**config.mk**
```make
export PLATFORM = sky130hd
export DESIGN_NAME = link_health_hysteresis_table_flat
export DESIGN_NICKNAME = d
export VERILOG_FILES = /design/src/lhht_pkg.sv /design/src/lhht_if.sv /design/src/link_health_hysteresis_table.sv /design/src/flat_wrapper.sv
export SDC_FILE = /design/constraint.sdc
export NUM_CORES = 1
export LEC_CHECK = 0
export ABC_AREA = 0
export BUFFER_PORTS_ARGS = -buffer_cell sky130_fd_sc_hd__buf_2
export CAP_MARGIN = 15
export CORE_ASPECT_RATIO = 1.2
export CORE_MARGIN = 2
export CORE_UTILIZATION = 54
export CTS_CLUSTER_SIZE = 24
export DETAILED_ROUTE_END_ITERATION = 8
export MAX_ROUTING_LAYER = met4
export PLACE_DENSITY = 0.75
export SYNTH_ARGS = -nofsm -noshare
export SYNTH_HDL_FRONTEND = slang
export SYNTH_SLANG_ARGS = --single-unit
```
**constraint.sdc**
```tcl
create_clock -name clk -period 2.54 [get_ports clk]
set_input_delay 0.127 -clock clk [delete_from_list [all_inputs] [get_ports clk]]
set_output_delay 0.127 -clock clk [all_outputs]
set_load 0.01 [all_outputs]
```
**src/lhht_pkg.sv**
```systemverilog
package lhht_pkg;

  // Field widths
  localparam int OP_W       = 3;
  localparam int SLOT_IN_W  = 3;
  localparam int MISS_W     = 4;
  localparam int MASK_W     = 8;
  localparam int THR_W      = 4;
  localparam int CFG_IDX_W  = 2;
  localparam int CFG_DATA_W = 8;

  localparam logic [MISS_W-1:0] MISS_MAX  = 4'd15;
  localparam logic [THR_W-1:0]  THR_RESET = 4'd2;

  // Event codes
  localparam logic [OP_W-1:0] OP_PROBE     = 3'd0;
  localparam logic [OP_W-1:0] OP_FORCE     = 3'd1;
  localparam logic [OP_W-1:0] OP_VERIFY    = 3'd2;
  localparam logic [OP_W-1:0] OP_CLEAR     = 3'd3;
  localparam logic [OP_W-1:0] OP_TAKE_NEXT = 3'd4;

  // Register indexes
  localparam logic [CFG_IDX_W-1:0] REG_MASK   = 2'd0;
  localparam logic [CFG_IDX_W-1:0] REG_THRESH = 2'd1;

  typedef enum logic [2:0] {
    ST_IDLE,
    ST_READ,
    ST_EXEC,
    ST_SCAN,
    ST_SEND
  } state_t;

endpackage

```
**src/lhht_if.sv**
```systemverilog
// Event channel
interface lhht_in_if;
  logic                           valid;
  logic                           ready;
  logic [lhht_pkg::OP_W-1:0]      op;
  logic [lhht_pkg::SLOT_IN_W-1:0] slot;
  logic                           reported_online;
  logic                           forced_known;

  modport source (output valid, op, slot, reported_online, forced_known, input ready);
  modport sink   (input valid, op, slot, reported_online, forced_known, output ready);
endinterface

// Result channel
interface lhht_out_if;
  logic                           valid;
  logic                           ready;
  logic                           entry_known;
  logic                           entry_online;
  logic                           changed;
  logic [lhht_pkg::SLOT_IN_W-1:0] next_slot;
  logic                           none_configured;

  modport source (output valid, entry_known, entry_online, changed, next_slot,
                  none_configured, input ready);
  modport sink   (input valid, entry_known, entry_online, changed, next_slot,
                  none_configured, output ready);
endinterface

// Register write channel
interface lhht_cfg_if;
  logic                            valid;
  logic                            ready;
  logic [lhht_pkg::CFG_IDX_W-1:0]  index;
  logic [lhht_pkg::CFG_DATA_W-1:0] data;

  modport source (output valid, index, data, input ready);
  modport sink   (input valid, index, data, output ready);
endinterface

```
**src/link_health_hysteresis_table.sv**
```systemverilog
// Link health table: one entry per monitored endpoint slot, each with a known
// flag, an online flag and a saturating miss counter.
// Channels: in_ch carries one event per beat (op, slot, reported_online,
// forced_known); out_ch returns exactly one result beat per event;
// cfg_ch writes configured_mask (index 0) and failure_threshold (index 1)
// and is always ready. Write registers only while the block is idle.
// Steps: probe, force, verifying and clear events go from acceptance to result
// valid through table read, update and result load. Take-next walks the
// slots one per cycle through a single pointer/mask-test step, stopping at
// the first configured slot, or after trying all SLOTS slots when none is.
// Throughput: one event at a time; in_ch.ready is high only while the
// sequencer is idle, so the block takes no new event until the last result
// has been handed to the output register.
// Reset (synchronous, rst_n low) clears all flags, the scan pointer, the mask
// and sets the threshold to 2. Miss counters need no reset: a counter is read
// only on an online entry, and every path to online writes it.
// A stalled receiver holds the result in the output register; the block still
// takes the next event and finishes it, then waits until the register drains.
module link_health_hysteresis_table #(
  parameter int SLOTS = 8
) (
  input  logic         clk,
  input  logic         rst_n,
  lhht_cfg_if.sink     cfg_ch,
  lhht_in_if.sink      in_ch,
  lhht_out_if.source   out_ch
);

  localparam int SLOT_W = $clog2(SLOTS);
  localparam int CNT_W  = $clog2(SLOTS + 1);
  localparam int EXT_W  = SLOTS + lhht_pkg::MASK_W;

  lhht_pkg::state_t state_r, state_nxt;

  // Captured event
  logic [lhht_pkg::OP_W-1:0]      op_r, op_nxt;
  logic [lhht_pkg::SLOT_IN_W-1:0] slot_r, slot_nxt;
  logic                           ro_r, ro_nxt;
  logic                           fk_r, fk_nxt;

  // Registers
  logic [lhht_pkg::MASK_W-1:0] mask_r;
  logic [lhht_pkg::THR_W-1:0]  thr_r;

  // Table state
  logic [SLOTS-1:0]  known_r, known_nxt;
  logic [SLOTS-1:0]  online_r, online_nxt;
  logic [SLOT_W-1:0] scan_ptr_r, scan_ptr_nxt;
  logic [CNT_W-1:0]  scan_cnt_r, scan_cnt_nxt;

  logic [lhht_pkg::MISS_W-1:0] miss_mem [SLOTS];
  logic [lhht_pkg::MISS_W-1:0] miss_rd_r;
  logic                        miss_we;
  logic [lhht_pkg::MISS_W-1:0] miss_wd;

  // Finished result waiting for the output register
  logic                           res_known_r, res_known_nxt;
  logic                           res_online_r, res_online_nxt;
  logic                           res_chg_r, res_chg_nxt;
  logic [lhht_pkg::SLOT_IN_W-1:0] res_next_r, res_next_nxt;
  logic                           res_none_r, res_none_nxt;

  // Output register
  logic                           out_vld_r, out_vld_nxt;
  logic                           out_known_r, out_online_r, out_chg_r, out_none_r;
  logic [lhht_pkg::SLOT_IN_W-1:0] out_next_r;
  logic                           out_load;

  logic [SLOT_W-1:0]           slot_idx;
  logic                        slot_ok;
  logic [SLOTS-1:0]            cfg_vec;
  logic [EXT_W-1:0]            mask_ext;
  logic [SLOT_W-1:0]           rd_idx;
  logic                        cur_known, cur_online;
  logic [SLOT_W-1:0]           ptr_inc;
  logic [lhht_pkg::MISS_W-1:0] miss_inc;
  logic                        miss_hit;

  // Decode slot and configured map
  assign slot_idx = SLOT_W'(slot_r);
  assign slot_ok  = 32'(slot_r) < SLOTS;
  assign mask_ext = EXT_W'(mask_r);
  assign cfg_vec  = mask_ext[SLOTS-1:0];

  // Single table read port: scan pointer while scanning, else the event slot
  assign rd_idx     = (state_r == lhht_pkg::ST_SCAN) ? scan_ptr_r : slot_idx;
  assign cur_known  = known_r[rd_idx];
  assign cur_online = online_r[rd_idx];

  // Shared step unit: pointer advance and miss count/threshold compare
  assign ptr_inc  = (scan_ptr_r == SLOT_W'(SLOTS - 1)) ? '0 : scan_ptr_r + 1'b1;
  assign miss_inc = (miss_rd_r != lhht_pkg::MISS_MAX) ? miss_rd_r + 1'b1 : miss_rd_r;
  assign miss_hit = miss_inc >= thr_r;

  assign in_ch.ready  = (state_r == lhht_pkg::ST_IDLE);
  assign cfg_ch.ready = 1'b1;

  // Sequencer: next state and table updates
  always_comb begin
    state_nxt      = state_r;
    op_nxt         = op_r;
    slot_nxt       = slot_r;
    ro_nxt         = ro_r;
    fk_nxt         = fk_r;
    known_nxt      = known_r;
    online_nxt     = online_r;
    scan_ptr_nxt   = scan_ptr_r;
    scan_cnt_nxt   = scan_cnt_r;
    res_known_nxt  = res_known_r;
    res_online_nxt = res_online_r;
    res_chg_nxt    = res_chg_r;
    res_next_nxt   = res_next_r;
    res_none_nxt   = res_none_r;
    miss_we        = 1'b0;
    miss_wd        = '0;
    out_load       = 1'b0;

    case (state_r)
      lhht_pkg::ST_IDLE: begin
        if (in_ch.valid) begin
          op_nxt       = in_ch.op;
          slot_nxt     = in_ch.slot;
          ro_nxt       = in_ch.reported_online;
          fk_nxt       = in_ch.forced_known;
          scan_cnt_nxt = '0;
          state_nxt    = (in_ch.op == lhht_pkg::OP_TAKE_NEXT) ?
                         lhht_pkg::ST_SCAN : lhht_pkg::ST_READ;
        end
      end

      // Wait for the miss counter read
      lhht_pkg::ST_READ: begin
        state_nxt = lhht_pkg::ST_EXEC;
      end

      // Apply the event to the addressed entry
      lhht_pkg::ST_EXEC: begin
        res_chg_nxt  = 1'b0;
        res_next_nxt = '0;
        res_none_nxt = 1'b0;
        state_nxt    = lhht_pkg::ST_SEND;
        if (!slot_ok) begin
          res_known_nxt  = 1'b0;
          res_online_nxt = 1'b0;
        end else begin
          res_known_nxt  = cur_known;
          res_online_nxt = cur_online;
          case (op_r)
            lhht_pkg::OP_PROBE: begin
              if (ro_r) begin
                res_chg_nxt    = !cur_known || !cur_online;
                res_known_nxt  = 1'b1;
                res_online_nxt = 1'b1;
                miss_we        = 1'b1;
                miss_wd        = '0;
              end else if (!cur_known) begin
                res_known_nxt  = 1'b1;
                res_online_nxt = 1'b0;
                res_chg_nxt    = 1'b1;
                miss_we        = 1'b1;
                miss_wd        = thr_r;
              end else if (cur_online) begin
                miss_we = 1'b1;
                miss_wd = miss_inc;
                if (miss_hit) begin
                  res_online_nxt = 1'b0;
                  res_chg_nxt    = 1'b1;
                end
              end
            end
            lhht_pkg::OP_FORCE: begin
              res_chg_nxt    = (cur_known != fk_r) || (fk_r && (cur_online != ro_r));
              res_known_nxt  = fk_r;
              res_online_nxt = ro_r;
              miss_we        = 1'b1;
              miss_wd        = '0;
            end
            lhht_pkg::OP_VERIFY, lhht_pkg::OP_CLEAR: begin
              res_chg_nxt    = cur_known || cur_online;
              res_known_nxt  = 1'b0;
              res_online_nxt = 1'b0;
              miss_we        = 1'b1;
              miss_wd        = '0;
            end
            default: begin
              res_chg_nxt = 1'b0;
            end
          endcase
          known_nxt[slot_idx]  = res_known_nxt;
          online_nxt[slot_idx] = res_online_nxt;
        end
      end

      // Test one slot per cycle, advance the pointer
      lhht_pkg::ST_SCAN: begin
        scan_ptr_nxt = ptr_inc;
        scan_cnt_nxt = scan_cnt_r + 1'b1;
        res_chg_nxt  = 1'b0;
        if (cfg_vec[scan_ptr_r]) begin
          res_known_nxt  = cur_known;
          res_online_nxt = cur_online;
          res_next_nxt   = lhht_pkg::SLOT_IN_W'(scan_ptr_r);
          res_none_nxt   = 1'b0;
          state_nxt      = lhht_pkg::ST_SEND;
        end else if (scan_cnt_r == CNT_W'(SLOTS - 1)) begin
          res_known_nxt  = 1'b0;
          res_online_nxt = 1'b0;
          res_next_nxt   = '0;
          res_none_nxt   = 1'b1;
          state_nxt      = lhht_pkg::ST_SEND;
        end
      end

      // Hand the result to the output register once it is free
      lhht_pkg::ST_SEND: begin
        if (!out_vld_r || out_ch.ready) begin
          out_load  = 1'b1;
          state_nxt = lhht_pkg::ST_IDLE;
        end
      end

      default: begin
        state_nxt = lhht_pkg::ST_IDLE;
      end
    endcase
  end

  always_comb begin
    out_vld_nxt = out_vld_r && !out_ch.ready;
    if (out_load) begin
      out_vld_nxt = 1'b1;
    end
  end

  // Control state
  always_ff @(posedge clk) begin
    if (!rst_n) begin
      state_r    <= lhht_pkg::ST_IDLE;
      known_r    <= '0;
      online_r   <= '0;
      scan_ptr_r <= '0;
      scan_cnt_r <= '0;
      out_vld_r  <= 1'b0;
    end else begin
      state_r    <= state_nxt;
      known_r    <= known_nxt;
      online_r   <= online_nxt;
      scan_ptr_r <= scan_ptr_nxt;
      scan_cnt_r <= scan_cnt_nxt;
      out_vld_r  <= out_vld_nxt;
    end
  end

  // Register writes
  always_ff @(posedge clk) begin
    if (!rst_n) begin
      mask_r <= '0;
      thr_r  <= lhht_pkg::THR_RESET;
    end else if (cfg_ch.valid) begin
      case (cfg_ch.index)
        lhht_pkg::REG_MASK:   mask_r <= cfg_ch.data[lhht_pkg::MASK_W-1:0];
        lhht_pkg::REG_THRESH: thr_r  <= cfg_ch.data[lhht_pkg::THR_W-1:0];
        default: begin
        end
      endcase
    end
  end

  // Payload registers
  always_ff @(posedge clk) begin
    op_r         <= op_nxt;
    slot_r       <= slot_nxt;
    ro_r         <= ro_nxt;
    fk_r         <= fk_nxt;
    res_known_r  <= res_known_nxt;
    res_online_r <= res_online_nxt;
    res_chg_r    <= res_chg_nxt;
    res_next_r   <= res_next_nxt;
    res_none_r   <= res_none_nxt;
    if (out_load) begin
      out_known_r  <= res_known_r;
      out_online_r <= res_online_r;
      out_chg_r    <= res_chg_r;
      out_next_r   <= res_next_r;
      out_none_r   <= res_none_r;
    end
  end

  // Miss counter memory: registered read at the event slot
  always_ff @(posedge clk) begin
    miss_rd_r <= miss_mem[slot_idx];
    if (miss_we) begin
      miss_mem[slot_idx] <= miss_wd;
    end
  end

  assign out_ch.valid           = out_vld_r;
  assign out_ch.entry_known     = out_known_r;
  assign out_ch.entry_online    = out_online_r;
  assign out_ch.changed         = out_chg_r;
  assign out_ch.next_slot       = out_next_r;
  assign out_ch.none_configured = out_none_r;

endmodule

```
**src/flat_wrapper.sv**
```systemverilog
// flat-port wrapper written by rule: the top's interface ports become plain ports
module link_health_hysteresis_table_flat 
#(
  parameter int SLOTS = 8
)
  (clk, rst_n, cfg_ch_valid, cfg_ch_index, cfg_ch_data, cfg_ch_ready, in_ch_valid, in_ch_op, in_ch_slot, in_ch_reported_online, in_ch_forced_known, in_ch_ready, out_ch_valid, out_ch_entry_known, out_ch_entry_online, out_ch_changed, out_ch_next_slot, out_ch_none_configured, out_ch_ready);
  lhht_cfg_if cfg_ch_i ();
  lhht_in_if in_ch_i ();
  lhht_out_if out_ch_i ();
  input  logic clk;
  input  logic rst_n;
  input wire logic [$bits(cfg_ch_i.valid)-1:0] cfg_ch_valid;
  input wire logic [$bits(cfg_ch_i.index)-1:0] cfg_ch_index;
  input wire logic [$bits(cfg_ch_i.data)-1:0] cfg_ch_data;
  output wire logic [$bits(cfg_ch_i.ready)-1:0] cfg_ch_ready;
  input wire logic [$bits(in_ch_i.valid)-1:0] in_ch_valid;
  input wire logic [$bits(in_ch_i.op)-1:0] in_ch_op;
  input wire logic [$bits(in_ch_i.slot)-1:0] in_ch_slot;
  input wire logic [$bits(in_ch_i.reported_online)-1:0] in_ch_reported_online;
  input wire logic [$bits(in_ch_i.forced_known)-1:0] in_ch_forced_known;
  output wire logic [$bits(in_ch_i.ready)-1:0] in_ch_ready;
  output wire logic [$bits(out_ch_i.valid)-1:0] out_ch_valid;
  output wire logic [$bits(out_ch_i.entry_known)-1:0] out_ch_entry_known;
  output wire logic [$bits(out_ch_i.entry_online)-1:0] out_ch_entry_online;
  output wire logic [$bits(out_ch_i.changed)-1:0] out_ch_changed;
  output wire logic [$bits(out_ch_i.next_slot)-1:0] out_ch_next_slot;
  output wire logic [$bits(out_ch_i.none_configured)-1:0] out_ch_none_configured;
  input wire logic [$bits(out_ch_i.ready)-1:0] out_ch_ready;
  assign cfg_ch_i.valid = cfg_ch_valid;
  assign cfg_ch_i.index = cfg_ch_index;
  assign cfg_ch_i.data = cfg_ch_data;
  assign cfg_ch_ready = cfg_ch_i.ready;
  assign in_ch_i.valid = in_ch_valid;
  assign in_ch_i.op = in_ch_op;
  assign in_ch_i.slot = in_ch_slot;
  assign in_ch_i.reported_online = in_ch_reported_online;
  assign in_ch_i.forced_known = in_ch_forced_known;
  assign in_ch_ready = in_ch_i.ready;
  assign out_ch_valid = out_ch_i.valid;
  assign out_ch_entry_known = out_ch_i.entry_known;
  assign out_ch_entry_online = out_ch_i.entry_online;
  assign out_ch_changed = out_ch_i.changed;
  assign out_ch_next_slot = out_ch_i.next_slot;
  assign out_ch_none_configured = out_ch_i.none_configured;
  assign out_ch_i.ready = out_ch_ready;
  link_health_hysteresis_table #(.SLOTS(SLOTS)) u_core (.clk(clk), .rst_n(rst_n), .cfg_ch(cfg_ch_i), .in_ch(in_ch_i), .out_ch(out_ch_i));
endmodule
```
; After elaboration in Yosys (flattened, before gate mapping)
; Memory sizes are Yosys's and may differ from the RTL's. A register that Yosys moved wholly into a read port is not among the register bits.
; Index checks and enable logic that the tools add are counted.
[classes]
add_sub_neg = 3
n_lt_le_gt_ge = 5
eq_ne = 17
n_mux = 61
n_reduce_logical = 24
[ops]
columns = op, n
row1 = 1-bit 2-to-1 mux, 28
row2 = 4-bit 2-to-1 mux, 7
row3 = 3-bit 2-to-1 mux, 8
row4 = 8-bit bitwise mux, 2
row5 = 3-bit case mux with 5 select lines, 1
row6 = 3-bit by 2-bit == test with 1-bit output (second input constant), 4
row7 = 3-bit by 4-bit < comparator with 1-bit output (second input constant), 3
row8 = 1-bit case mux with 2 select lines, 5
row9 = 2-bit AND reduction, 5
row10 = 1-bit binary-select mux with 3-bit select, 3
row11 = 3-bit == test (second input constant), 3
row12 = 1-bit case mux with 3 select lines, 3
row13 = 4-bit by 1-bit adder with 4-bit output (second input constant), 2
row14 = 4-bit case mux with 2 select lines, 1
row15 = 3-bit by 1-bit == test with 1-bit output (second input constant), 2
row16 = 3-bit zero test, 2
row17 = 3-bit case mux with 2 select lines, 1
row18 = 4-bit by 3-bit == test with 1-bit output (second input constant), 1
row19 = 4-bit greater-or-equal comparator, 1
row20 = 1-bit zero test, 4
row21 = 1-bit logical OR, 4
row22 = 4-bit != test (second input constant), 1
row23 = 2-bit nonzero test, 2
row24 = 3-bit by 1-bit adder with 3-bit output (second input constant), 1
row25 = other kinds (13), 16
[totals]
ff_bits = 61
ramBits = 32
in_bits = 23
out_inout_bits = 10
word_cells = 133
mem_count = 1
[mem_list]
columns = memory, words, width, rd, rd_ports_with_merged_regs, write_ports, line
row1 = u_core.miss_mem, 8, 4, 1, 1, 1, link_health_hysteresis_table.sv:51  ; logic [lhht_pkg::MISS_W-1:0] miss_mem [SLOTS];

; Depth between registers and ports, before layout
; Gate-level depths: netlist of the first run.
[depth]
word_depth = 11
mapped_depth = 11

; Least setup slack after synthesis of the first run
; OpenSTA, ideal clock, no wires.
[synth_timing]
kind = flip-flop to flip-flop
start = register u_core.miss_rd_r[0] (netlist name), read port of u_core.miss_mem
end = register u_core.res_chg_r, data pin
setup_ns = 0.266
t_arrival_ns = 2.439
required_time_ns = 2.274
slack_ns = -0.165
stages_incl_launch_ff = 10
period_less_slack_ns = 2.705
cell_sequence = dfxtp_1 -> ha_1 -> nand3_1 -> mux2_2 -> ha_1 -> a2111oi_0 -> nor4_1 -> o211a_1 -> a22oi_1 -> o211ai_2
[synth_via]
elab_chain_cells = 9
word_cells_on_any_way = 10
[synth_rtl]
columns = item, line
row1 = start: declaration, link_health_hysteresis_table.sv:52  ; logic [lhht_pkg::MISS_W-1:0] miss_rd_r;
row2 = 4-bit by 1-bit adder with 4-bit output / 4-bit != test (equally long branches), link_health_hysteresis_table.sv:92  ; assign miss_inc = (miss_rd_r != lhht_pkg::MISS_MAX) ? miss_rd_r + 1'b1 : miss_rd_r;
row3 = 4-bit 2-to-1 mux (*), link_health_hysteresis_table.sv:92
row4 = 4-bit greater-or-equal comparator (*), link_health_hysteresis_table.sv:93  ; assign miss_hit = miss_inc >= thr_r;
row5 = 1-bit 2-to-1 mux (*), link_health_hysteresis_table.sv:165  ; if (miss_hit) begin
row6 = 1-bit 2-to-1 mux (*), link_health_hysteresis_table.sv:162  ; end else if (cur_online) begin
row7 = 1-bit 2-to-1 mux (*), link_health_hysteresis_table.sv:156  ; end else if (!cur_known) begin
row8 = 1-bit 2-to-1 mux (*), link_health_hysteresis_table.sv:150  ; if (ro_r) begin
row9 = 1-bit case mux with 3 select lines (*), link_health_hysteresis_table.sv:148  ; case (op_r)
row10 = 1-bit case mux with 2 select lines (*), link_health_hysteresis_table.sv:118  ; case (state_r)
row11 = end signal: assignment, link_health_hysteresis_table.sv:277  ; res_chg_r <= res_chg_nxt;
row12 = end: declaration, link_health_hysteresis_table.sv:59  ; logic res_chg_r, res_chg_nxt;
; Every way passes the cells marked *; elsewhere a longest branch is shown, timed or not.
; A chain may end at the register's enable or synchronous reset.

; Final worst setup path of the first run
[layout_timing]
start = register u_core.slot_r, in the netlist u_core.slot_idx[0]
end = memory u_core.miss_mem[7][1] (netlist name), enable pin
[layout_via]
elab_chain_cells = 10
word_cells_on_any_way = 12
[layout_rtl]
columns = item, line
row1 = start: declaration, link_health_hysteresis_table.sv:37  ; logic [lhht_pkg::SLOT_IN_W-1:0] slot_r, slot_nxt;
row2 = start signal: assignment, link_health_hysteresis_table.sv:272  ; slot_r <= slot_nxt;
row3 = 3-bit 2-to-1 mux, link_health_hysteresis_table.sv:86  ; assign rd_idx = (state_r == lhht_pkg::ST_SCAN) ? scan_ptr_r : slot_idx;
row4 = 1-bit binary-select mux with 3-bit select, link_health_hysteresis_table.sv:88  ; assign cur_online = online_r[rd_idx];
row5 = 1-bit 2-to-1 mux (implied by the code), link_health_hysteresis_table.sv:88
row6 = 1-bit 2-to-1 mux, link_health_hysteresis_table.sv:162
row7 = 1-bit 2-to-1 mux, link_health_hysteresis_table.sv:156
row8 = 1-bit 2-to-1 mux, link_health_hysteresis_table.sv:150
row9 = 1-bit case mux with 2 select lines, link_health_hysteresis_table.sv:148
row10 = 1-bit 2-to-1 mux, link_health_hysteresis_table.sv:118
row11 = 1-bit 2-to-1 mux, link_health_hysteresis_table.sv:292  ; if (miss_we) begin
row12 = 1-bit 2-to-1 mux (implied by the code), link_health_hysteresis_table.sv:293  ; miss_mem[slot_idx] <= miss_wd;
row13 = end: declaration, link_health_hysteresis_table.sv:51
; Parallel ways exist; a longest one is shown, timed or not. The select of a mux whose other input is x is not followed.

==> results of run 1 <==
## registers in the layout, indices dropped and copies added (netlist names), 3 cells and up
| register | cells |
|---|---|
| u_core.thr_r | 4 |
| u_core.miss_mem | 32 |
| u_core.res_next_r | 3 |
| u_core.scan_cnt_r | 4 |
| u_core.state_r | 3 |
| u_core.miss_rd_r | 4 |
| u_core.cfg_vec | 8 |
| u_core.online_r | 8 |
| u_core.slot_idx | 3 |
| u_core.op_r | 3 |
| u_core.out_ch.next_slot | 3 |
| u_core.known_r | 8 |
| u_core.scan_ptr_r | 3 |
## where the power goes
part	total (mW)	internal, mW	switching, mW
sequential	1.74	1.69	0.0484
clock	1.11	0.554	0.552
combinational	0.486	0.237	0.249
total	3.33	2.48	0.850
## cell usage after synthesis (2+ instances only)
library cell,number,area share [%]
a21oi_1,32,3.4
or3_1,3,0.40
o211a_1,3,0.64
o211ai_1,2,0.32
a221o_1,2,0.42
a22o_1,2,0.37
nor3_1,10,1.1
nor3b_1,2,0.32
nand3_1,17,1.8
mux2_2,8,1.9
a31oi_1,2,0.26
a2111oi_0,4,0.74
nor4_1,2,0.26
edfxtp_1,54,34
a21o_1,2,0.32
and3_1,7,0.93
a22oi_1,3,0.48
nor2_1,60,4.8
buf_4,2,0.32
nand3b_1,3,0.48
mux2i_1,27,5.7
o21a_1,2,0.32
clkbuf_1,13,1.0
nand2b_1,11,1.5
and4b_1,2,0.42
buf_1,4,0.32
nand2_1,36,2.9
mux4_2,7,3.3
a211o_1,2,0.37
o21ai_0,11,1.2
inv_1,8,0.64
ha_1,8,2.1
o311ai_0,9,1.7
buf_2,4,0.42
a211oi_1,14,2.2
dfxtp_1,43,18
nor2b_1,5,0.66
## layer usage
| metal | global-route usage, % | vias to the layer above | part of all wire (%) |
|---|---|---|---|
| li1 | - | 1840 | - |
| met1 | 33.3 | 1908 | 41 |
| met2 | 42.1 | 168 | 50 |
| met3 | 4.81 | 46 | 6.0 |
| met4 | 12.0 | 0 | 3.6 |
| met5 | - | - | 0 |
## cell families after synthesis
group	after synthesis	synth area share, %
AND/OR/NAND/NOR	162	16.0
AO/OA/AOI/OAI	100	15.1
flip-flops	97	52.5
multiplexers	42	11.0
buffers and inverters	32	2.96
adder cells (fa/ha/maj)	8	2.12
other	1	0.0793
XOR/XNOR	1	0.185
## how the worst min path moves through the flow
stage	cells after the start	endpoint	slack, ps
3_3_place_gp	1	u_core.slot_idx[2]$_DFFE_PP_	310
5_1_grt	3	u_core.thr_r[2]$_SDFFE_PN0P_	20
6_report	3	u_core.thr_r[3]$_SDFFE_PN0P_	10
4_1_cts	3	u_core.thr_r[3]$_SDFFE_PN0P_	4
2_1_floorplan	1	u_core.thr_r[1]$_SDFFE_PN1P_	190
3_5_place_dp	1	u_core.fk_r$_DFFE_PP_	310
## cell type report
| cell class | count | area [um2] | share of cell area [%] |
|---|---|---|---|
| clock buffer | 9 | 124 | 2.08 |
| tap | 117 | 146 | 2.46 |
| multi-input combinational | 314 | 2300 | 38.8 |
| inverter | 8 | 30.0 | 0.505 |
| sequential | 97 | 2490 | 41.8 |
| timing repair buffer | 103 | 758 | 12.8 |
| clock inverter | 7 | 93.8 | 1.58 |
## worst register-to-register path: cells and delay by family, from the launching register on
kind | cells | cell delay (ps)
AOI/OAI and AO/OA | 2 | 570
buffers and inverters | 1 | 180
DFF | 1 | 490
muxes | 1 | 580
and+or+nand+nor | 3 | 580
## what timing repair did
action	in CTS	in global routing
cloned	0	0
hold buffers	13	0
setup endpoints to repair	74	80
hold endpoints to repair	14	0
gates resized for setup	20	33
setup buffers	2	7
pin swaps	7	18
==> impl_results.rst, run 1 <==
.. list-table::
   :header-rows: 1

   * - Metric
     - Value
   * - Result of the run
     - complete, but fails checks
   * - Violated checks
     - negative setup slack
   * - Series of cell instances along the critical path
     - mux4_2 > or3_4 > a211oi_2 > nor4_2 > o41ai_4 > buf_6 > nor2_1
   * - Non-filler instance count after layout
     - 655
   * - Maximum clock path buffer count
     - 2
   * - Vertical extent of the die
     - between 100 and 150 um
   * - Final routed DRC violation total
     - 0
   * - Final critical-path share of the clock period
     - 105%
   * - Vias after detailed routing
     - 3962
   * - Fin nets
     - between 500 and 600
   * - Dpl hpwl
     - between 8000 and 9000 um
   * - RR Endpoint
     - u_core.miss_mem[7][1]$_DFFE_PP_
   * - Worst setup path startpoint
     - u_core.slot_idx[0]$_DFFE_PP_
   * - Final core utilization
     - 69.4%
   * - Finished layout cell area
     - 5940 um2
   * - Count of H-tree levels built during CTS
     - 3
   * - Final Worst Setup Slack
     - -119 ps
   * - Average instance area after synthesis
     - 10.7 um2
   * - Worst path arrival time
     - 2790 ps
   * - Final wirelength
     - 12100 um
   * - Commonest non-fill, non-tap cells in the layout
     - 55 x nor2_1, 54 x edfxtp_1, 51 x buf_4, 40 x dfxtp_1, 36 x nand2_1
   * - Critical path endpoint
     - u_core.miss_mem[7][1]$_DFFE_PP_
   * - Area Growth Syn to Fin
     - 25.7%
   * - Clock root buffer
     - clkbuf_8
   * - DRC violation total after the first TritonRoute iteration
     - roughly 390
   * - Seq cells post-synth
     - 97
   * - Pin count of the biggest net entering global routing
     - 20
   * - TritonCTS clock tree
     - done
   * - Die extent in x
     - around 90 um
   * - Cell area after synthesis
     - between 4000 and 5000 um2
   * - Share of synthesized flip-flops with an asynchronous set or reset
     - 0%
   * - Number of rows created at floorplan
     - 37
   * - Sort of element at the end of the critical path
     - register
   * - Setup repair after global routing missed its margin
     - true
   * - Final-report setup violation count
     - 37
   * - Post-Syn Nets
     - 474
   * - Layout cell share with drive strength beyond 1
     - 28.6%
   * - Most common cell after layout, fill and taps aside
     - nor2_1
   * - Core area
     - 8560 um2
   * - Worst clock skew
     - 8.91 ps
   * - Worst Tran Pin Value
     - around 660 ps
   * - Reg-to-reg startpoint
     - u_core.slot_idx[0]$_DFFE_PP_
   * - Congestion Overflow GR
     - 0
   * - Cell area reported after detailed placement
     - 5370 um2
   * - Tightest Hold Check Type
     - in2reg
   * - Setup TNS Final
     - -3010 ps
   * - Die Area
     - 9520 um2
   * - Number of antenna violations at the first check in global routing
     - 0
   * - TritonCTS sink count
     - 97
   * - Number of instances in the synthesized netlist
     - 443
   * - Vias in the first global route
     - 3878
   * - EDFF count, synth
     - 54
   * - Biggest cell delay along the critical path
     - 580 ps
   * - Hold path start
     - cfg_ch_data[3]
   * - WP data required
     - 2670 ps
   * - Hold Worst Slack
     - 11.6 ps
   * - Total Power Consumption
     - around 3.3 mW
   * - Number of fillers in the final layout
     - 620
   * - Peak VDD IR
     - 403 uV
   * - Count of final max-slew check failures
     - 0
   * - Highest clock rate
     - 376 MHz
   * - Hold violation count in the final report
     - 0
   * - Cell count of the worst reg-to-reg path
     - 7
   * - Antenna viol nets, final
     - 0
   * - Mean routed wirelength per cell
     - 18.4 um
   * - Placer congestion estimate
     - 1.04
   * - Clk_lat worst skew
     - 380 ps
   * - Number of buffers created by CTS
     - 9
   * - Type of the worst setup path
     - reg2reg
   * - Highest fanout seen on the critical path
     - 8
   * - Via-per-instance ratio
     - just over 6
   * - Power per cell area
     - 560 nW/um2
   * - Post-placement setup slack
     - -177 ps
   * - Portion of the post-synthesis area used by sequential elements
     - 52.5%
   * - Number of distinct standard cells referenced by the synthesized netlist
     - 54
   * - Leakage power
     - 2.21 nW
   * - ANT cells
     - 0
   * - Post-CTS clock slew at the launch and capture registers of the worst setup and hold paths
     - around 90 ps
   * - Buffering stage count on the worst path with inverters included
     - 1
   * - Slew margin rel.
     - a little under three fifths
   * - Starting density of the core
     - a little under three fifths
   * - Post-synth top flop
     - edfxtp_1
   * - Total instance count after detailed placement
     - 626
   * - Final Critical Period
     - about 2700 ps
   * - Delay-heaviest family, CP
     - multiplexers
   * - Count of input and output buffers
     - 31
   * - Worst path depth
     - 7
   * - Slowest cell on the critical path
     - mux4_2
   * - Maxcap violations
     - 0
   * - Setup slack of the most critical reg-to-reg path
     - -120 ps
   * - Yosys warning total
     - 0
   * - Global-route usage over all layers
     - 26.7%
   * - Critical Path Start Type
     - register
   * - Number of top-level pins
     - 33
   * - Global-route wire length before repair
     - 18600 um
   * - Number of iterations in the first detailed-routing pass
     - 6
Note: power is estimated with default switching activity, not from simulation.
==> run 2: changes to the inputs <==
--- a/config.mk
+++ b/config.mk
@@ -5,7 +5,7 @@
 export SDC_FILE = /design/constraint.sdc
 export NUM_CORES = 1
 export LEC_CHECK = 0
-export ABC_AREA = 0
+export ABC_AREA = 1
 export BUFFER_PORTS_ARGS = -buffer_cell sky130_fd_sc_hd__buf_2
 export CAP_MARGIN = 15
 export CORE_ASPECT_RATIO = 1.2
@@ -14,7 +14,7 @@
 export CTS_CLUSTER_SIZE = 24
 export DETAILED_ROUTE_END_ITERATION = 8
 export MAX_ROUTING_LAYER = met4
-export PLACE_DENSITY = 0.75
+export PLACE_DENSITY = 0.76
 export SYNTH_ARGS = -nofsm -noshare
 export SYNTH_HDL_FRONTEND = slang
 export SYNTH_SLANG_ARGS = --single-unit
==> impl_results.rst, run 2 <==
.. list-table::
   :header-rows: 1

   * - Metric
     - Value
   * - Number of distinct standard cells referenced by the synthesized netlist
     - 38 (-30%)
   * - Share of synthesized flip-flops with an asynchronous set or reset
     - 0% (unchanged)
   * - EDFF count, synth
     - 54 (unchanged)
   * - Slowest cell on the critical path
     - dfxtp_4
   * - Area taken by multi-input logic gates
     - 1750 um2 (-24%)
   * - Number of fillers in the final layout
     - 637 (+2.7%)
   * - Global-route wire length before repair
     - 15300 um (-18%)
   * - Core area
     - 8150 um2 (-4.8%)
   * - Total Power Consumption
     - 3.17 mW (-4.9%)
   * - TritonCTS clock tree
     - done
   * - Slew margin rel.
     - 52.3% (-3.4 points)
   * - Result of the run
     - finished, final reports clean
   * - Highest fanout seen on the critical path
     - 3 (-5)
   * - Finished layout cell area
     - 5270 um2 (-11%)
   * - Die Area
     - 9130 um2 (-4.1%)
   * - Switching power as a share of total power
     - 26.4% (+0.85 points)
   * - Number of antenna violations at the first check in global routing
     - 0 (unchanged)
   * - Post-CTS clock slew at the launch and capture registers of the worst setup and hold paths
     - 100 ps (about the same)
   * - Final critical-path share of the clock period
     - 95.9% (-8.8 points)
   * - Largest register FFs
     - 32 (unchanged)
   * - Worst path arrival time
     - 2560 ps (-230 ps)
   * - Via-per-instance ratio
     - 5.26 (-13%)
   * - Vias in the first global route
     - 3314 (-15%)
   * - Tightest Hold Check Type
     - in2reg
   * - Count of H-tree levels built during CTS
     - 3 (unchanged)
   * - Antenna viol nets, final
     - 0 (unchanged)
   * - Global-route usage over all layers
     - 22.2% (-4.6 points)
   * - Type of the worst setup path
     - reg2reg
   * - Layout cell share with drive strength beyond 1
     - 18.2% (-10 points)
   * - Vias after detailed routing
     - 3576 (-9.7%)
   * - Congestion Overflow GR
     - 0 (unchanged)
   * - Maximum clock path buffer count
     - 2 (unchanged)
   * - Net load switching power
     - 0.835 mW (-1.7%)
   * - DRC violation total after the first TritonRoute iteration
     - 250 (-35%)
   * - Most common cell after layout, fill and taps aside
     - nor2_1
   * - Number of iterations in the first detailed-routing pass
     - 5 (-1)
   * - Critical Path Start Type
     - register
   * - Cell area after synthesis
     - 4530 um2 (-4.3%)
   * - Count of final max-slew check failures
     - 0 (unchanged)
   * - Internal portion of total power
     - 2.33 mW (-6.0%)
   * - Number of buffers created by CTS
     - 9 (unchanged)
   * - Placer congestion estimate
     - 0.914 (-12%)
   * - Top reg by flops
     - u_core.miss_mem
   * - Clk_lat worst skew
     - 370 ps (about the same)
   * - Series of cell instances along the critical path
     - ha_4 > nand2_2 > inv_2 > nand2_2 > mux2_4 > ha_4 > inv_2 > o21bai_1 > nand3_1 > nand3_2 > nand2_1 > a22o_1 > o21ai_4 > nand2_1 > nand2_1 > o21ai_1
   * - Vertical extent of the die
     - 104 um (-2.1%)
   * - Number of rows created at floorplan
     - 36 (-2.7%)
   * - Area taken by flip-flops and latches
     - 2490 um2 (+0.15%)
   * - Relative contribution of combinational cells to total power
     - 12.1% (-2.5 points)
   * - Clk pwr share
     - 33.4% (+0.2 points)
   * - Worst Tran Pin Value
     - 715 ps (+52.1 ps)
   * - TritonCTS sink count
     - 97 (unchanged)
   * - Count of input and output buffers
     - 31 (unchanged)
   * - Cell area reported after detailed placement
     - 4890 um2 (-8.8%)
   * - Worst clock skew
     - 11.3 ps (+2.36 ps)
   * - WP data required
     - 2670 ps (about the same)
   * - ANT cells
     - 0 (unchanged)
   * - Number of top-level pins
     - 33 (unchanged)
   * - Dpl hpwl
     - 6970 um (-17%)
   * - Final-report setup violation count
     - 0 (-100%)
   * - Commonest non-fill, non-tap cells in the layout
     - 78 x nor2_1, 76 x inv_1, 66 x nand2_1, 54 x edfxtp_1, 41 x dfxtp_1
   * - Leakage power
     - 2.14 nW (-3.0%)
   * - Area contributors post-synth
     - edfxtp_1 36%, dfxtp_1 19%, inv_1 6.5%
   * - Setup repair after global routing missed its margin
     - true
   * - Top cells by instance count after synthesis
     - 78 x inv_1, 78 x nor2_1, 68 x nand2_1, 54 x edfxtp_1, 43 x dfxtp_1
   * - Portion of the post-synthesis area used by sequential elements
     - 54.9% (+2.3 points)
   * - Cell type with the highest aggregate area in the netlist
     - edfxtp_1
   * - Post-Syn Nets
     - 531 (+12%)
   * - Hold violation count in the final report
     - 0 (unchanged)
   * - Power per cell area
     - 601 nW/um2 (+7.2%)
   * - Highest clock rate
     - 410 MHz (+9.1%)
   * - Most prevalent standard cell on the critical path
     - nand2_1
   * - Die extent in x
     - 87.6 um (-2.1%)
   * - Final wirelength
     - 9690 um (-20%)
   * - Sort of element at the end of the critical path
     - register
   * - Seq cells post-synth
     - 97 (unchanged)
   * - Fin nets
     - 592 (+5.0%)
   * - Final routed DRC violation total
     - 0 (unchanged)
   * - Reg power frac
     - 54.5% (+2.3 points)
   * - Number of instances in the synthesized netlist
     - 500 (+13%)
   * - Average instance area after synthesis
     - 9.05 um2 (-15%)
   * - Biggest cell delay along the critical path
     - 370 ps (-210 ps)
   * - Post-synth top flop
     - edfxtp_1
   * - Final Critical Period
     - 2440 ps (-223 ps)
   * - Mean routed wirelength per cell
     - 14.2 um (-23%)
   * - Share of the synthesized area in the top cell type
     - 35.8% (+1.5 points)
   * - Maxcap violations
     - 0 (unchanged)
   * - Pin count of the biggest net entering global routing
     - 22 (+10%)
   * - Starting density of the core
     - 55.5% (+0.32 points)
   * - Peak VDD IR
     - 551 uV (+37%)
   * - Clock root buffer
     - clkbuf_8
   * - Yosys warning total
     - 0 (unchanged)
   * - Area Growth Syn to Fin
     - 16.5%
[run 2: cell types whose count changed after synthesis, moves of 8 or more]
| cell | change |
|---|---|
| mux2i_1 | -27 |
| nor2_1 | +18 |
| nand2b_1 | -11 |
| a21oi_1 | -10 |
| nand3_1 | +18 |
| nand2_1 | +32 |
| o311ai_0 | -9 |
| nand3_2 | +8 |
| clkbuf_1 | -8 |
| o21ai_0 | +24 |
| inv_1 | +70 |
| a211oi_1 | -14 |
[run 2: power by group through the flow]
| stage | sequential [mW] | combinational (mW) | clock, mW |
|---|---|---|---|
| after global placement | 1.76 | 0.340 | 0 |
| after global routing | 1.73 | 0.425 | 1.13 |
| after detailed placement | 1.76 | 0.347 | 0 |
| final | 1.73 | 0.383 | 1.06 |
| after CTS | 1.72 | 0.361 | 1.07 |
| after floorplan | 1.75 | 0.252 | 0 |
[run 2: critical path: cells and delay by family (launching register included)]
kind	cells	cell delay, ps
buffers and inverters	2	70
AOI/OAI and AO/OA	4	490
and+or+nand+nor	7	500
adders and majority gates	2	430
DFF	1	370
muxes	1	320
[run 2: final timing paths]
check             cells past startpoint                   startpoint  slack [ps]                                      end
setup / recovery                     16  u_core.miss_rd_r[1]$_DFF_P_         100            u_core.res_online_r$_DFFE_PP_
hold / removal                        3               cfg_ch_data[5]          20           u_core.cfg_vec[5]$_SDFFE_PN0P_
setup reg to reg                     16  u_core.miss_rd_r[1]$_DFF_P_         100            u_core.res_online_r$_DFFE_PP_
hold reg to reg                       0  u_core.res_none_r$_DFFE_PP_         420  u_core.out_ch.none_configured$_DFFE_PP_
[run 2: timing repair]
item / 4_1_cts / 5_1_grt
resized for setup: 0 / 14
setup buffers: 0 / 2
hold buffers: 10 / 0
setup endpoints to repair: 0 / 10
endpoints found under the hold margin: 10 / 0
[run 2: per-layer routing]
metal | part of all wire [%] | vias up | global-route usage, %
met5 | 0 | - | -
met4 | 2.2 | 0 | 8.57
met3 | 3.8 | 22 | 4.60
met2 | 51 | 93 | 34.9
met1 | 44 | 1681 | 27.9
li1 | - | 1780 | -
[run 2: cell families after synthesis]
| family | after synthesis | share of synthesized area, % |
|---|---|---|
| other | 1 | 0.0829 |
| and+or+nand+nor | 220 | 23.2 |
| xor gates and xnor gates | 2 | 0.387 |
| adders and majority gates | 8 | 2.21 |
| buffers and inverters | 87 | 7.30 |
| DFF | 97 | 54.9 |
| AOI/OAI and AO/OA | 84 | 11.7 |
| muxes | 1 | 0.249 |
[run 2: area by class of cell]
cell class | instances | area share (%)
clock inverters | 6 | 1.42
flip-flops and latches | 97 | 47.2
well taps | 114 | 2.71
inverters | 81 | 5.77
multi-input cells | 316 | 33.2
repair buffers | 56 | 7.05
clock buffers | 10 | 2.61
[run 2: per-stage QoR]
step / util, % / hold WS (ps) / setup TNS, ps / cells / setup WS, ps
6_report: 64.7 / 18.4 / 0 / 680 / 104
5_1_grt: 64.7 / 50.9 / -59.8 / 680 / -38.2
4_1_cts: 63.9 / 3.64 / 0 / 678 / 42.1
3_5_place_dp: 60.0 / 306 / 0 / 652 / 55.6
3_3_place_gp: 60.0 / 305 / 0 / 652 / 132
2_1_floorplan: - / 226 / 0 / 500 / 129
==> run 3: changes to the inputs <==
--- a/config.mk
+++ b/config.mk
@@ -10,11 +10,12 @@
 export CAP_MARGIN = 15
 export CORE_ASPECT_RATIO = 1.2
 export CORE_MARGIN = 2
-export CORE_UTILIZATION = 54
+export CORE_UTILIZATION = 56
+export CTS_BUF_LIST = sky130_fd_sc_hd__clkbuf_8
 export CTS_CLUSTER_SIZE = 24
 export DETAILED_ROUTE_END_ITERATION = 8
 export MAX_ROUTING_LAYER = met4
-export PLACE_DENSITY = 0.76
+export PLACE_DENSITY = 0.78
 export SYNTH_ARGS = -nofsm -noshare
 export SYNTH_HDL_FRONTEND = slang
 export SYNTH_SLANG_ARGS = --single-unit
==> impl_results.rst, run 3 (synthesis results as in run 2) <==
.. list-table::
   :header-rows: 1

   * - Metric
     - Value
   * - Mean routed wirelength per cell
     - 14.6 um (+2.6%)
   * - Commonest non-fill, non-tap cells in the layout
     - 78 x inv_1, 76 x nor2_1, 67 x nand2_1, 54 x edfxtp_1, 41 x dfxtp_1
   * - Final Critical Period
     - 2400 ps (-32.0 ps)
   * - Worst Tran Pin Value
     - 670 ps (-45.5 ps)
   * - Largest register FFs
     - 32 (unchanged)
   * - Pin count of the biggest net entering global routing
     - 22 (unchanged)
   * - Layout cell share with drive strength beyond 1
     - 16.8% (-1.4 points)
   * - Leakage power
     - 2.11 nW (-1.6%)
   * - Number of top-level pins
     - 33 (unchanged)
   * - Via-per-instance ratio
     - 5.36 (+2.0%)
   * - Starting density of the core
     - 58.4% (+2.9 points)
   * - Reg power frac
     - 56.4% (+1.9 points)
   * - Hold violation count in the final report
     - 0 (unchanged)
   * - Antenna viol nets, final
     - 0 (unchanged)
   * - Final routed DRC violation total
     - 0 (unchanged)
   * - Maxcap violations
     - 0 (unchanged)
   * - Maximum clock path buffer count
     - 2 (unchanged)
   * - Final-report setup violation count
     - 0 (unchanged)
   * - WP data required
     - 2640 ps (-30 ps)
   * - Clock root buffer
     - clkbuf_8
   * - Switching power as a share of total power
     - 27.9% (+1.5 points)
   * - Fin nets
     - 590 (-0.34%)
   * - Slew margin rel.
     - 55.3% (+3.0 points)
   * - Number of rows created at floorplan
     - 35 (-2.8%)
   * - Net load switching power
     - 0.851 mW (+2.0%)
   * - Peak VDD IR
     - 398 uV (-28%)
   * - Vias in the first global route
     - 3305 (-0.27%)
   * - Number of buffers created by CTS
     - 9 (unchanged)
   * - ANT cells
     - 0 (unchanged)
   * - Count of H-tree levels built during CTS
     - 3 (unchanged)
   * - Sort of element at the end of the critical path
     - register
   * - Cell area reported after detailed placement
     - 4840 um2 (-1.0%)
   * - Count of final max-slew check failures
     - 0 (unchanged)
   * - Type of the worst setup path
     - reg2reg
   * - Final critical-path share of the clock period
     - 94.7% (-1.3 points)
   * - Power per cell area
     - 590 nW/um2 (-1.9%)
   * - TritonCTS clock tree
     - done
   * - Total instance count after detailed placement
     - 627 (-3.8%)
   * - Final wirelength
     - 9590 um (-1.0%)
   * - Number of fillers in the final layout
     - 625 (-1.9%)
   * - Count of input and output buffers
     - 31 (unchanged)
   * - Global-route wire length before repair
     - 15400 um (+0.95%)
   * - Vertical extent of the die
     - 102 um (-1.7%)
   * - Result of the run
     - finished, final reports clean
   * - Highest clock rate
     - 416 MHz (+1.3%)
   * - Number of antenna violations at the first check in global routing
     - 0 (unchanged)
   * - Congestion Overflow GR
     - 0 (unchanged)
   * - Relative contribution of combinational cells to total power
     - 12.4% (+0.3 points)
   * - Clk_lat worst skew
     - 380 ps (about the same)
   * - Area Growth Syn to Fin
     - 14.5%
   * - Critical Path Start Type
     - register
   * - TritonCTS sink count
     - 97 (unchanged)
   * - Highest fanout seen on the critical path
     - 10 (+7)
   * - Top reg by flops
     - u_core.miss_mem
   * - Global-route usage over all layers
     - 23.6% (+1.5 points)
   * - DRC violation total after the first TritonRoute iteration
     - 283 (+13%)
   * - Internal portion of total power
     - 2.21 mW (-5.5%)
   * - Worst path arrival time
     - 2510 ps (-50 ps)
   * - Post-CTS clock slew at the launch and capture registers of the worst setup and hold paths
     - 100 ps (about the same)
   * - Most common cell after layout, fill and taps aside
     - inv_1
   * - Dpl hpwl
     - 6950 um (-0.29%)
   * - Worst clock skew
     - 15.2 ps (+3.96 ps)
   * - Placer congestion estimate
     - 0.888 (-2.8%)
   * - Setup TNS Final
     - 0 ps (unchanged)
   * - Number of iterations in the first detailed-routing pass
     - 5 (unchanged)
   * - Core area
     - 7750 um2 (-4.9%)
   * - Die Area
     - 8820 um2 (-3.4%)
   * - Finished layout cell area
     - 5180 um2 (-1.7%)
   * - Vias after detailed routing
     - 3518 (-1.6%)
   * - Non-filler instance count after layout
     - 656 (-3.5%)
   * - Die extent in x
     - 86.1 um (-1.7%)
   * - Setup repair after global routing missed its margin
     - true
   * - Clk pwr share
     - 31.2% (-2.2 points)
   * - Tightest Hold Check Type
     - in2reg
-- run 3: worst paths after layout --
kind,from,end,slack (ps),depth (start not counted)
setup / recovery,u_core.state_r[0]$_SDFFE_PN0P_,u_core.miss_mem[7][3]$_DFFE_PP_,140,11
hold / removal,cfg_ch_data[4],u_core.cfg_vec[4]$_SDFFE_PN0P_,8,3
setup reg to reg,u_core.state_r[0]$_SDFFE_PN0P_,u_core.miss_mem[7][3]$_DFFE_PP_,140,11
hold reg to reg,u_core.res_next_r[1]$_SDFFCE_PN0P_,u_core.out_ch.next_slot[1]$_DFFE_PP_,430,0
-- run 3: metal layers --
| metal | share of wire (%) | track usage [%] | vias to the layer above |
|---|---|---|---|
| met5 | 0 | - | - |
| met4 | 3.0 | 12.2 | 0 |
| met3 | 3.9 | 3.23 | 29 |
| met2 | 50 | 38.2 | 89 |
| met1 | 43 | 29.0 | 1614 |
| li1 | - | - | 1786 |
-- run 3: timing repair --
action	CTS	global route
resized for setup	1	7
buffers inserted	0	1
setup endpoints to repair	1	21
endpoints found under the hold margin	12	0
hold buffers	12	0
-- run 3: through the flow --
| stage | hold WS (ps) | util, % | total power [mW] | setup slack (ps) |
|---|---|---|---|---|
| after floorplan | 226 | - | 2.00 | 129 |
| after global placement | 305 | 62.5 | 2.10 | 138 |
| after detailed placement | 306 | 62.5 | 2.11 | 33.4 |
| after CTS | 8.32 | 66.4 | 3.05 | 24.9 |
| after global routing | 21.0 | 66.9 | 3.17 | -1.83 |
| final | 8.38 | 66.9 | 3.06 | 136 |
-- run 3: critical path: stages (launching register included) --
cell,delay (ps)
dfxtp_1,510
nand2_2,100
nor2_4,170
nand2_4,140
nand2_8,120
nand2_1,80
nand3_2,80
nand3_2,130
nand2_4,130
nand2_1,90
o21ai_2,370
nor2_1,200
-- run 3: final cells by class --
type | instances | area [um2] | share of cell area (%)
sequential | 97 | 2480 | 47.9
multi-input combinational | 316 | 1740 | 33.5
timing repair buffer | 54 | 362 | 6.98
inverter | 81 | 304 | 5.87
clock buffer | 9 | 124 | 2.39
tap | 92 | 115 | 2.22
clock inverter | 7 | 57.6 | 1.11
-- run 3: power by group through the flow --
stage	logic [mW]	registers, mW	clock network (mW)
floorplan	0.252	1.75	0
finish	0.378	1.73	0.953
global route	0.421	1.73	1.02
detailed placement	0.350	1.76	0
global placement	0.339	1.76	0
CTS	0.369	1.72	0.957
